===== config.mk =====
export PLATFORM = sky130hd
export DESIGN_NAME = pneumatic_fill_vent_controller
export DESIGN_NICKNAME = d
export VERILOG_FILES = /design/src/hdl/pfvc_pkg.sv /design/src/hdl/pneumatic_fill_vent_controller.sv /design/src/hdl/pfvc_valve_ctl.sv
export SDC_FILE = /design/constraint.sdc
export NUM_CORES = 2
export LEC_CHECK = 0
export BUFFER_PORTS_ARGS = -buffer_cell sky130_fd_sc_hd__buf_2
export CORE_MARGIN = 5
export CORE_UTILIZATION = 50
export CTS_CLUSTER_SIZE = 10
export DETAILED_ROUTE_END_ITERATION = 7
export PLACE_DENSITY = 0.69
export SLEW_MARGIN = 40
export SYNTH_ARGS = -nofsm -noshare
export SYNTH_HDL_FRONTEND = slang
export SYNTH_SLANG_ARGS = --single-unit

===== constraint.sdc =====
create_clock -name clk -period 10 [get_ports clk]
set_input_delay 0 -clock clk [delete_from_list [all_inputs] [get_ports clk]]
set_output_delay 0 -clock clk [all_outputs]
set_load 0.02 [all_outputs]

===== src/hdl/pfvc_pkg.sv =====
`default_nettype none

package pfvc_pkg;

    // Configuration port geometry.
    localparam int CFG_INDEX_W = 3;
    localparam int CFG_DATA_W  = 16;

    // Configuration register indexes.
    typedef enum logic [CFG_INDEX_W-1:0] {
        CFG_PRESSURE_LIMIT    = 3'd0,
        CFG_TARGET_LOW        = 3'd1,
        CFG_TARGET_HIGH       = 3'd2,
        CFG_FILTER_WEIGHT     = 3'd3,
        CFG_DECISION_INTERVAL = 3'd4
    } cfg_index_t;

    // Configuration reset values.
    localparam logic [14:0] PRESSURE_LIMIT_RST = 15'd22000;
    localparam logic [14:0] TARGET_LOW_RST     = 15'd21000;
    localparam logic [14:0] TARGET_HIGH_RST    = 15'd16000;
    localparam logic [10:0] FILTER_WEIGHT_RST  = 11'd307;
    localparam logic [15:0] INTERVAL_RST       = 16'd1;

    // A filter weight of one whole, in units of 1/1024.
    localparam logic [10:0] WEIGHT_ONE = 11'd1024;

    // One sample set for one channel.
    typedef struct packed {
        logic [1:0]         channel;
        logic signed [15:0] pressure_sample;
        logic [9:0]         knob_sample;
        logic               button_level;
        logic [31:0]        now_ms;
    } sample_t;

    // One result for one channel.
    typedef struct packed {
        logic [1:0]         out_channel;
        logic               fill_valve;
        logic               vent_valve;
        logic signed [15:0] smoothed_pressure;
        logic [14:0]        target_pressure;
        logic               press_event;
        logic               rules_ran;
    } result_t;

    // Item handed to the valve decision stage.
    typedef struct packed {
        logic [1:0]         channel;
        logic               in_range;
        logic signed [15:0] pressure;
        logic [14:0]        target;
        logic               button_level;
        logic [31:0]        now_ms;
    } dec_item_t;

    // Per-channel state kept by the valve decision stage.
    typedef struct packed {
        logic        prev_button;
        logic        filling;
        logic        venting;
        logic        fill;
        logic        vent;
        logic [31:0] last_time;
    } dec_state_t;

endpackage

`default_nettype wire


===== src/hdl/pneumatic_fill_vent_controller.sv =====
// Pipeline: filter, knob product, quotient estimate, quotient correction and valve
// decision stages, then the output register. Throughput: one transaction per cycle
// unless result_ready stalls it, also on a single channel, set by the filter and
// valve-state memories' read-modify-write with registered read and neighbor forwarding.
// Reset: configuration returns to its defaults and all per-channel state reads
// as zero at once through per-entry valid bits; no clearing pass is needed.
`default_nettype none

module pneumatic_fill_vent_controller #(
    parameter int CHANNELS = 4
) (
    input  wire                                 clk,
    input  wire                                 rst_n,
    input  wire                                 cfg_write_en,
    input  wire [pfvc_pkg::CFG_INDEX_W-1:0]     cfg_index,
    input  wire [pfvc_pkg::CFG_DATA_W-1:0]      cfg_data,
    input  wire                                 sample_valid,
    output logic                                sample_ready,
    input  pfvc_pkg::sample_t                   sample,
    output logic                                result_valid,
    input  wire                                 result_ready,
    output pfvc_pkg::result_t                   result
);
    import pfvc_pkg::*;

    localparam int DEPTH = (CHANNELS < 4) ? CHANNELS : 4;
    localparam int AW    = (DEPTH > 1) ? $clog2(DEPTH) : 1;

    typedef struct packed {
        logic signed [15:0] p;
        logic [9:0]         k;
    } filt_state_t;

    typedef struct packed {
        logic [1:0]         channel;
        logic               in_range;
        logic signed [15:0] p;
        logic               level;
        logic [31:0]        now_ms;
    } pass_t;

    // Configuration registers.
    logic [14:0] pressure_limit_reg;
    logic [14:0] target_low_reg;
    logic [14:0] target_high_reg;
    logic [10:0] filter_weight_reg;
    logic [15:0] interval_reg;

    always_ff @(posedge clk or negedge rst_n)
    begin
        if (!rst_n)
        begin
            pressure_limit_reg <= PRESSURE_LIMIT_RST;
            target_low_reg     <= TARGET_LOW_RST;
            target_high_reg    <= TARGET_HIGH_RST;
            filter_weight_reg  <= FILTER_WEIGHT_RST;
            interval_reg       <= INTERVAL_RST;
        end
        else if (cfg_write_en)
        begin
            case (cfg_index)
                CFG_PRESSURE_LIMIT:    pressure_limit_reg <= cfg_data[14:0];
                CFG_TARGET_LOW:        target_low_reg     <= cfg_data[14:0];
                CFG_TARGET_HIGH:       target_high_reg    <= cfg_data[14:0];
                CFG_FILTER_WEIGHT:     filter_weight_reg  <= cfg_data[10:0];
                CFG_DECISION_INTERVAL: interval_reg       <= cfg_data[15:0];
                default:               ;
            endcase
        end
    end

    // Pipeline occupancy and the ready chain from the output backward.
    logic v1_reg, v2_reg, v3_reg, v4_reg, v5_reg;
    logic result_valid_reg;
    logic free1, free2, free3, free4, free5, free_out;

    assign free_out     = !result_valid_reg || result_ready;
    assign free5        = !v5_reg || free_out;
    assign free4        = !v4_reg || free5;
    assign free3        = !v3_reg || free4;
    assign free2        = !v2_reg || free3;
    assign free1        = !v1_reg || free2;
    assign sample_ready = free1;
    assign result_valid = result_valid_reg;

    always_ff @(posedge clk or negedge rst_n)
    begin
        if (!rst_n)
        begin
            v1_reg           <= 1'b0;
            v2_reg           <= 1'b0;
            v3_reg           <= 1'b0;
            v4_reg           <= 1'b0;
            v5_reg           <= 1'b0;
            result_valid_reg <= 1'b0;
        end
        else
        begin
            if (free1)
                v1_reg <= sample_valid;
            if (free2)
                v2_reg <= v1_reg;
            if (free3)
                v3_reg <= v2_reg;
            if (free4)
                v4_reg <= v3_reg;
            if (free5)
                v5_reg <= v4_reg;
            if (free_out)
                result_valid_reg <= v5_reg;
        end
    end

    // Stage 1: filter memory read-modify-write.
    filt_state_t      fmem [DEPTH];
    logic [DEPTH-1:0] fvalid_reg;
    filt_state_t      fq_reg;
    logic             fq_valid_reg;
    logic             f_byp_reg;
    filt_state_t      f_byp_data_reg;
    sample_t          s1_reg;
    logic             s1_inr_reg;

    logic          accept;
    logic          f_write;
    logic          in_range;
    logic [AW-1:0] f_rd_addr;
    logic [AW-1:0] f_wr_addr;
    filt_state_t   f_old;
    filt_state_t   f_new;
    logic [10:0]   w_eff;
    logic signed [16:0] p_diff;
    logic signed [28:0] p_prod;
    logic signed [28:0] p_acc;
    logic signed [28:0] p_rnd;
    logic signed [10:0] k_diff;
    logic signed [22:0] k_prod;
    logic [22:0]        k_acc;

    assign accept    = sample_valid && free1;
    assign f_write   = v1_reg && free2 && s1_inr_reg;
    assign in_range  = {30'd0, sample.channel} < 32'(CHANNELS);
    assign f_rd_addr = sample.channel[AW-1:0];
    assign f_wr_addr = s1_reg.channel[AW-1:0];

    always_ff @(posedge clk)
    begin
        if (accept)
        begin
            s1_reg         <= sample;
            s1_inr_reg     <= in_range;
            fq_reg         <= fmem[f_rd_addr];
            f_byp_data_reg <= f_new;
        end
        if (f_write)
        begin
            fmem[f_wr_addr] <= f_new;
        end
    end

    always_ff @(posedge clk or negedge rst_n)
    begin
        if (!rst_n)
        begin
            fvalid_reg   <= '0;
            fq_valid_reg <= 1'b0;
            f_byp_reg    <= 1'b0;
        end
        else
        begin
            if (accept)
            begin
                fq_valid_reg <= fvalid_reg[f_rd_addr];
                f_byp_reg    <= f_write && (s1_reg.channel == sample.channel);
            end
            if (f_write)
            begin
                fvalid_reg[f_wr_addr] <= 1'b1;
            end
        end
    end

    // Old filter values, forwarded when the previous transaction wrote the same entry.
    always_comb
    begin
        if (f_byp_reg)
            f_old = f_byp_data_reg;
        else if (fq_valid_reg)
            f_old = fq_reg;
        else
            f_old = '0;
    end

    // Weighted average written as old + w * (new - old), divided by 1024 toward zero.
    assign w_eff  = (filter_weight_reg > WEIGHT_ONE) ? WEIGHT_ONE : filter_weight_reg;
    assign p_diff = {s1_reg.pressure_sample[15], s1_reg.pressure_sample}
                    - {f_old.p[15], f_old.p};
    assign p_prod = $signed({1'b0, w_eff}) * p_diff;
    assign p_acc  = p_prod + $signed({{3{f_old.p[15]}}, f_old.p, 10'd0});
    assign p_rnd  = p_acc + (p_acc[28] ? 29'sd1023 : 29'sd0);
    assign k_diff = $signed({1'b0, s1_reg.knob_sample}) - $signed({1'b0, f_old.k});
    assign k_prod = $signed({1'b0, w_eff}) * k_diff;
    assign k_acc  = 23'(k_prod) + {3'd0, f_old.k, 10'd0};

    always_comb
    begin
        f_new.p = p_rnd[25:10];
        f_new.k = k_acc[19:10];
    end

    // Stage 2: knob-to-target product.
    pass_t              s2_reg;
    logic [9:0]         k2_reg;
    logic signed [15:0] t_diff;
    logic signed [26:0] t_prod;

    always_ff @(posedge clk)
    begin
        if (free2)
        begin
            s2_reg.channel  <= s1_reg.channel;
            s2_reg.in_range <= s1_inr_reg;
            s2_reg.p        <= f_new.p;
            s2_reg.level    <= s1_reg.button_level;
            s2_reg.now_ms   <= s1_reg.now_ms;
            k2_reg          <= f_new.k;
        end
    end

    assign t_diff = $signed({1'b0, target_high_reg}) - $signed({1'b0, target_low_reg});
    assign t_prod = $signed({1'b0, k2_reg}) * t_diff;

    // Stage 3: magnitude and quotient estimate for the division by 1023.
    pass_t              s3_reg;
    logic signed [26:0] t_prod3_reg;
    logic               neg3;
    logic [24:0]        mag3;
    logic [25:0]        est_sum;

    always_ff @(posedge clk)
    begin
        if (free3)
        begin
            s3_reg      <= s2_reg;
            t_prod3_reg <= t_prod;
        end
    end

    assign neg3    = t_prod3_reg[26];
    assign mag3    = neg3 ? 25'(-t_prod3_reg) : 25'(t_prod3_reg);
    assign est_sum = 26'(mag3) + 26'(mag3 >> 10) + 26'(mag3 >> 20);

    // Stage 4: one-step quotient correction and the target pressure.
    pass_t              s4_reg;
    logic               neg4_reg;
    logic [24:0]        mag4_reg;
    logic [14:0]        q0_reg;
    logic [25:0]        rem;
    logic [14:0]        quot;
    logic signed [16:0] tgt_full;
    dec_item_t          dec_item;

    always_ff @(posedge clk)
    begin
        if (free4)
        begin
            s4_reg   <= s3_reg;
            neg4_reg <= neg3;
            mag4_reg <= mag3;
            q0_reg   <= est_sum[24:10];
        end
    end

    assign rem      = 26'(mag4_reg) - 26'({q0_reg, 10'd0}) + 26'(q0_reg);
    assign quot     = q0_reg + 15'(rem >= 26'd1023);
    assign tgt_full = $signed({2'b0, target_low_reg})
                      + (neg4_reg ? -$signed({2'b0, quot}) : $signed({2'b0, quot}));

    always_comb
    begin
        dec_item.channel      = s4_reg.channel;
        dec_item.in_range     = s4_reg.in_range;
        dec_item.pressure     = s4_reg.p;
        dec_item.target       = tgt_full[14:0];
        dec_item.button_level = s4_reg.level;
        dec_item.now_ms       = s4_reg.now_ms;
    end

    // Stage 5: valve decision with its own state memory.
    result_t dec_result;

    pfvc_valve_ctl #(
        .DEPTH (DEPTH)
    ) u_valve_ctl (
        .clk            (clk),
        .rst_n          (rst_n),
        .enter          (v4_reg && free5),
        .leave          (v5_reg && free_out),
        .item           (dec_item),
        .pressure_limit (pressure_limit_reg),
        .interval_ms    (interval_reg),
        .result         (dec_result)
    );

    // Output register.
    always_ff @(posedge clk)
    begin
        if (free_out)
        begin
            result <= dec_result;
        end
    end

    // An accepted transaction always occupies the first stage next cycle.
    assert property (@(posedge clk) disable iff (!rst_n)
        sample_valid && sample_ready |=> v1_reg)
        else $error("accepted transaction missing from first stage");

    // Filter forwarding only ever serves an in-range item in the first stage.
    assert property (@(posedge clk) disable iff (!rst_n)
        v1_reg && f_byp_reg |-> s1_inr_reg)
        else $error("filter forwarding armed without a matching item");

    // A new result only appears when the decision stage held an item.
    assert property (@(posedge clk) disable iff (!rst_n)
        $rose(result_valid_reg) |-> $past(v5_reg))
        else $error("result appeared without a decision-stage item");

endmodule

`default_nettype wire


===== src/hdl/pfvc_valve_ctl.sv =====
`default_nettype none

module pfvc_valve_ctl #(
    parameter int DEPTH = 4
) (
    input  wire                    clk,
    input  wire                    rst_n,
    input  wire                    enter,
    input  wire                    leave,
    input  pfvc_pkg::dec_item_t    item,
    input  wire [14:0]             pressure_limit,
    input  wire [15:0]             interval_ms,
    output pfvc_pkg::result_t      result
);
    import pfvc_pkg::*;

    localparam int AW = (DEPTH > 1) ? $clog2(DEPTH) : 1;

    // Per-channel decision state; entries without a valid bit read as zero.
    dec_state_t       mem [DEPTH];
    logic [DEPTH-1:0] valid_reg;

    dec_item_t  item_reg;
    dec_state_t rd_reg;
    logic       rd_valid_reg;
    logic       byp_reg;
    dec_state_t byp_data_reg;

    dec_state_t cur;
    dec_state_t nxt;
    logic       pressed;
    logic       ran;
    logic       write_en;
    logic [31:0] elapsed;
    logic [AW-1:0] rd_addr;
    logic [AW-1:0] wr_addr;

    assign rd_addr  = item.channel[AW-1:0];
    assign wr_addr  = item_reg.channel[AW-1:0];
    assign write_en = leave && item_reg.in_range;

    // Capture the entering transaction and read its channel's state.
    always_ff @(posedge clk)
    begin
        if (enter)
        begin
            item_reg     <= item;
            rd_reg       <= mem[rd_addr];
            byp_data_reg <= nxt;
        end
        if (write_en)
        begin
            mem[wr_addr] <= nxt;
        end
    end

    // Valid bits and forwarding control.
    always_ff @(posedge clk or negedge rst_n)
    begin
        if (!rst_n)
        begin
            valid_reg    <= '0;
            rd_valid_reg <= 1'b0;
            byp_reg      <= 1'b0;
        end
        else
        begin
            if (enter)
            begin
                rd_valid_reg <= valid_reg[rd_addr];
                byp_reg      <= write_en && (item_reg.channel == item.channel);
            end
            if (write_en)
            begin
                valid_reg[wr_addr] <= 1'b1;
            end
        end
    end

    // Current state: forwarded from the previous transaction when it wrote the same entry.
    always_comb
    begin
        if (byp_reg)
        begin
            cur = byp_data_reg;
        end
        else if (rd_valid_reg)
        begin
            cur = rd_reg;
        end
        else
        begin
            cur = '0;
        end
    end

    assign elapsed = item_reg.now_ms - cur.last_time;

    // Safety close, press detection and the fill/hold/vent rules.
    always_comb
    begin
        nxt     = cur;
        pressed = !item_reg.button_level && cur.prev_button;
        ran     = elapsed > {16'd0, interval_ms};
        nxt.prev_button = item_reg.button_level;
        if (item_reg.pressure >= $signed({1'b0, pressure_limit}))
        begin
            nxt.fill = 1'b0;
        end
        if (ran)
        begin
            nxt.last_time = item_reg.now_ms;
            if ((item_reg.pressure < $signed({1'b0, item_reg.target})) && pressed)
            begin
                nxt.fill    = 1'b1;
                nxt.vent    = 1'b0;
                nxt.filling = 1'b1;
            end
            else if ((item_reg.pressure > $signed({1'b0, item_reg.target})) && cur.filling)
            begin
                nxt.fill    = 1'b0;
                nxt.vent    = 1'b0;
                nxt.filling = 1'b0;
            end
            else if ((item_reg.pressure > $signed({1'b0, item_reg.target})) && pressed)
            begin
                nxt.fill    = 1'b0;
                nxt.vent    = 1'b1;
                nxt.venting = 1'b1;
            end
            else if ((item_reg.pressure < $signed({1'b0, item_reg.target})) && cur.venting)
            begin
                nxt.fill    = 1'b0;
                nxt.vent    = 1'b0;
                nxt.venting = 1'b0;
            end
        end
    end

    // Result fields; a channel beyond the configured count reports zeros in all but its channel.
    always_comb
    begin
        result             = '0;
        result.out_channel = item_reg.channel;
        if (item_reg.in_range)
        begin
            result.fill_valve        = nxt.fill;
            result.vent_valve        = nxt.vent;
            result.smoothed_pressure = item_reg.pressure;
            result.target_pressure   = item_reg.target;
            result.press_event       = pressed;
            result.rules_ran         = ran;
        end
    end

endmodule

`default_nettype wire

After elaboration in Yosys (flattened, before gate mapping)
Memory sizes are Yosys's and may differ from the RTL's. A register that Yosys moved wholly into a read port is not among the register bits.
Index checks and enable logic that the tools add are counted.

cells by class
  $add $sub $neg = 15
  $mul = 3
  divide/modulo/power cells = 0
  magnitude comparators = 12
  eq/ne operators = 6
  shift operators = 0
  muxes and demuxes = 30
  bitwise gates (word level) = 2
  reductions and logical operators = 32

operators by type and width
  operator              count
  $mux 37               2
  $mux 26               2
  $mux 36               1
  $gt 32x16->1          1
  $sub 32x32->32        1
  $add 29x26->29        1
  $mul 12x17->29        1
  $mul 11x16->27        1
  $add 26x11->26        1
  $add 26x15->26        1
  $ge 26x10->1 const B  1
  $sub 25x25->26        1
  $add 25x15->25        1
  $add 25x5->25         1
  $mux 25               1
  $neg 25->25           1
  $add 20x20->20        1
  $mul 12x11->20        1
  $sub 16x16->17        1
  $ge 16x16->1          1
  $gt 16x16->1          1
  $lt 16x16->1          1
  $sub 15x15->16        1
  $add 15x1->15         1
  other kinds (24)      74

word-level totals
  register bits = 548
  bits in latches = 0
  memory bits (writable) = 252
  bits in read-only memories = 0
  bits of input ports = 85
  memories = 2

memories
  memory           depth  width  read ports  clocked after memory_dff  write ports  RTL line                               text
  u_valve_ctl.mem  4      37     1           1                         1            pfvc_valve_ctl.sv:20                   dec_state_t mem [DEPTH];
  fmem             4      26     1           1                         1            pneumatic_fill_vent_controller.sv:115  filt_state_t fmem [DEPTH];

Depth between registers and ports, before layout
  word-level depth = 9
  depth in mapped cells = 45

Hierarchy
From an unflattened synthesis, not the netlist that was laid out.

unflattened totals
  cell total of the unflattened synthesis = 4794
  area total of the unflattened synthesis = 57158.6 um2

by module, submodules not included
  module                          instances  cells each  area each (um2)
  pneumatic_fill_vent_controller  1          3716        42434.4
  pfvc_valve_ctl                  1          1078        14724.1

Worst setup path after synthesis
No wires, ideal clock.

  path type = register to register
  start point = register fq_valid_reg
  end point = register f_byp_data_reg[18] in the netlist's numbering (data pin)
  data arrival time = 10.172 ns
  data required time = 9.709 ns
  path slack = -0.463 ns
  stages on the path, launching flop included = 45
  path buffers = 3
  cells stage by stage = dfrtp_1 > nor2b_1 > buf_2 > clkbuf_1 > a22o_1 > ha_1 > inv_1 > ha_1 > a31o_1 > maj3_1 > o21ai_1 > o211ai_1 > maj3_1 > a211oi_1 > o31a_1 > nor2_1 > a211oi_2 > a211o_1 > [9 not listed] > inv_1 > ha_1 > a21oi_1 > o21ai_0 > a31oi_1 > o21ai_1 > a221o_1 > o311ai_1 > nor2_1 > ha_1 > nand2_1 > nor3_1 > o21a_1 > o31a_1 > o2111ai_1 > o31ai_1 > o311ai_1 > xor2_1

between the ends
  word-level cells in the longest chain between the ends = 7

ends and longest elaborated chain
  what                    RTL line                               text
  start, declared         pneumatic_fill_vent_controller.sv:118  logic fq_valid_reg;
  start signal, assigned  pneumatic_fill_vent_controller.sv:173  fq_valid_reg <= fvalid_reg[f_rd_addr];
  $mux 26 *               pneumatic_fill_vent_controller.sv:188  else if (fq_valid_reg)
  $mux 26 *               pneumatic_fill_vent_controller.sv:186  if (f_byp_reg)
  $sub 16x16->17          pneumatic_fill_vent_controller.sv:197  - {f_old.p[15], f_old.p};
  $mul 12x17->29          pneumatic_fill_vent_controller.sv:198  assign p_prod = $signed({1'b0, w_eff}) * p_diff;
  $add 29x26->29 *        pneumatic_fill_vent_controller.sv:199  assign p_acc = p_prod + $signed({{3{f_old.p[15]}}, f_old.p, 10'd0});
  $mux 10                 pneumatic_fill_vent_controller.sv:200  assign p_rnd = p_acc + (p_acc[28] ? 29'sd1023 : 29'sd0);
  $add 26x11->26 *        pneumatic_fill_vent_controller.sv:200
  net p_rnd[18]           pneumatic_fill_vent_controller.sv:135  logic signed [28:0] p_rnd;
  end signal, assigned    pneumatic_fill_vent_controller.sv:153  f_byp_data_reg <= f_new;
  end, declared           pneumatic_fill_vent_controller.sv:120  filt_state_t f_byp_data_reg;

Mark *: on every way through the listed nets, which the timed path passes. The rest lies on a longest branch.
A chain may end at the register's enable or synchronous reset.

Worst setup path in the final report
  start point = register f_byp_reg
  end point = memory fmem[1][18] in the netlist's numbering (data pin)

between the ends
  word-level cells in the longest chain between the ends = 6

ends and longest elaborated chain
  what                    RTL line                               text
  start, declared         pneumatic_fill_vent_controller.sv:119  logic f_byp_reg;
  start signal, assigned  pneumatic_fill_vent_controller.sv:174  f_byp_reg <= f_write && (s1_reg.channel == sample.channel);
  $mux 26 *               pneumatic_fill_vent_controller.sv:186
  $sub 16x16->17          pneumatic_fill_vent_controller.sv:197
  $mul 12x17->29          pneumatic_fill_vent_controller.sv:198
  $add 29x26->29 *        pneumatic_fill_vent_controller.sv:199
  $mux 10                 pneumatic_fill_vent_controller.sv:200
  $add 26x11->26 *        pneumatic_fill_vent_controller.sv:200
  net p_rnd[18]           pneumatic_fill_vent_controller.sv:135
  end, declared           pneumatic_fill_vent_controller.sv:115

Marks and branches as above.

==> flow_metrics.py <==
metrics = {
    "placed_design": {
        "gp_congestion": 0.919,
        "hpwl_um": 93600,
        "place_inst": 6202,
        "portBuffers": 123,
    },
    "drt": {
        "drt_wl_total_um": 130000,
        "vias_per_cell": 5.43,
        "drtPass1Iterations": 5,
        "ant_nets": 0,
        "drc_errors": 0,
        "drtIter0Drc": 2854,
        "wl_per_cell_um": 20.0,
        "vias": 35200,
    },
    "synthesis": {
        "synthArstFlopShare_pct": 10.4,
        "syn_inst": 4563,
        "ys_seq_area_share_pct": 46.0,
        "synth-edff-count": 772,
        "netlist_area_um2": 55300,
        "yosys_most_used_dff": "edfxtp_1",
        "syn-mean-instance-area_um2": 12.1,
        "synth_seq_cells": 862,
        "syn-num-nets": 5467,
        "ys_warn_count": 0,
        "synth_top_area_share_pct": 41.9,
        "yosys.area.top_type": "edfxtp_1",
        "synth.area.top_cells": "edfxtp_1, fa_1, ha_1",
        "ys_types": 93,
    },
    "finish": {
        "drive_gt1_share_pct": 14.1,
        "nets": 5834,
        "area_growth_pct": 14.7,
        "mostFrequentLayoutCells": "edfxtp_1, inv_1, nand2_1, fa_1, ha_1",
        "final_cells": 6495,
        "largest_reg_flops": 148,
        "final_common_cell": "edfxtp_1",
    },
    "worst_setup_path": {
        "required_ns": 10.39,
        "cpMostUsedCell": "fa_1",
        "start_kind": "flip-flop",
        "worstPathMaxFanout": 6,
        "reg2reg_depth": 45,
        "setup.worst_path.end_class": "flip-flop",
        "rr_endpoint": "fmem[1][18]",
        "max_stage_delay_ns": 0.57,
        "cpMaxStageDelayCell": "fa_1",
        "r2r_slack_ns": 0.09,
        "arrival_ns": 10.30,
        "crit-reg2reg-launch": "f_byp_reg",
        "criticalPathCategory": "reg2reg",
    },
    "sta": {
        "worst_pin_slew_ns": 0.917,
        "maxSlewViolCount": 0,
        "hold_viol": 0,
        "whs_ns": 0.0450,
        "rsz0062_at_grt": "yes",
        "min_period_over_period_pct": 99.1,
        "timing.fmax_ghz": 0.101,
        "post-route-min-period_ns": 9.91,
        "setup_viol": 0,
        "max-slew-margin-rel_pct": 38.7,
        "finalClockSkew_ns": 0.0489,
        "finalSetupTns_ns": 0,
    },
    "run_status": {
        "status": "finished, final reports clean",
    },
    "clock_tree": {
        "cts_max_level": 3,
        "cts_tree": "done",
        "cts_sinks": 862,
        "clock_path_buffers": 3,
        "clk_latency_ns": 0.68,
        "cts_buffers": 99,
        "clk_pin_slew_ns": 0.05,
        "clock-root-buffer": "clkbuf_16",
    },
    "floorplan": {
        "pin_count": 124,
        "num_rows": 122,
        "die_area_um2": 117000,
        "die-height_um": 343,
        "die_w_um": 343,
        "start_util_pct": 50.2,
        "core-area_um2": 110000,
    },
    "flow_run": {
        "maxCapViolCount": 0,
    },
    "global_routing": {
        "grt_use_total_pct": 22.2,
        "grt_start_max_net_pins": 82,
        "grt_pass1_vias": 36300,
        "antenna_found_initial": 3,
        "overflow": 0,
        "grt_pass1_wl_um": 204000,
    },
    "worst_hold_path": {
        "hold-path-endpoint": "s1_reg[22]",
        "min-delay-start": "sample[22]",
        "hp-class": "in2reg",
        "holdPathStages": 2,
    },
}
how the worst max path moves through the flow:
| stage | from | to |
|---|---|---|
| floorplan | fq_valid_reg | f_byp_data_reg[18] |
| global placement | f_byp_reg | f_byp_data_reg[18] |
| detailed placement | f_byp_reg | fmem[1][18] |
| CTS | fq_valid_reg | fmem[1][18] |
| global route | f_byp_reg | fmem[1][18] |
| finish | f_byp_reg | fmem[1][18] |
layer usage:
layer | up-vias | global-route usage, % | wire length, um
met1 | 17600 | 31.5 | 56400
li1 | 16300 | - | -
met5 | - | 0 | 0
met4 | 0 | 5.21 | 3000
met3 | 198 | 4.17 | 10100
met2 | 1183 | 35.9 | 60300
cell usage after synthesis, types with 12 or more instances:
library cell,number
a21o_1,46
nand2b_1,45
nand2_1,458
nor2_1,213
a22oi_1,59
mux4_2,65
and3_1,14
fa_1,431
nand4_1,19
clkbuf_1,104
xnor2_1,171
nor2b_1,49
o21ai_1,51
dfrtp_1,66
a21oi_1,118
a31oi_1,22
xor2_1,62
o21bai_1,21
o21ai_0,120
ha_1,388
edfxtp_1,772
o21a_1,37
nand3_1,39
or3_1,14
nor4_1,14
buf_1,12
and2_1,134
dfstp_2,24
or2_2,13
inv_1,706
nor3_1,45
mux2_2,30
a211oi_1,13
stage by stage:
step | setup slack [ns] | instance area (um^2) | util [%]
after floorplan | 0.0252 | 55300 | -
after global placement | 0.0104 | 58500 | 53.1
after detailed placement | -0.272 | 58600 | 53.2
after CTS | -0.0413 | 62800 | 57.0
after global routing | -0.287 | 63500 | 57.6
final | 0.0925 | 63500 | 57.6
what timing repair did:
action                                  4_1_cts  5_1_grt
hold buffers                                 93        1
endpoints found under the setup margin       96       96
resized for setup                            32      112
hold endpoints to repair                    206        6
setup buffers                                 7       17
pin swaps                                    20       85
kinds of logic after synthesis:
| kind of cell | synth area share (%) |
|---|---|
| adders and majority gates | 24.5 |
| and+or+nand+nor | 9.31 |
| DFF | 46.0 |
| AOI/OAI and AO/OA | 7.39 |
| buffers and inverters | 5.62 |
| xor gates and xnor gates | 3.72 |
| muxes | 3.46 |
worst max-delay path, delay by kind of cell, from the launching register on:
kind | cells | cell delay [ns]
buffers and inverters | 8 | 0.72
xor gates and xnor gates | 2 | 0.34
adders and majority gates | 11 | 4.15
DFF | 1 | 0.44
AOI/OAI and AO/OA | 18 | 3.55
and+or+nand+nor | 6 | 0.46
layout make-up:
class	count	area (um^2)
clock inverters	13	254
flip-flops and latches	862	25500
diodes	2	5.00
repair buffers	385	2890
fillers	8836	46700
well taps	1488	1860
inverters	708	2670
multi-input cells	2874	27600
clock buffers	163	2750
Power is not shown: default switching activity piles up to over one toggle a cycle in this logic, so the estimate is an artifact.
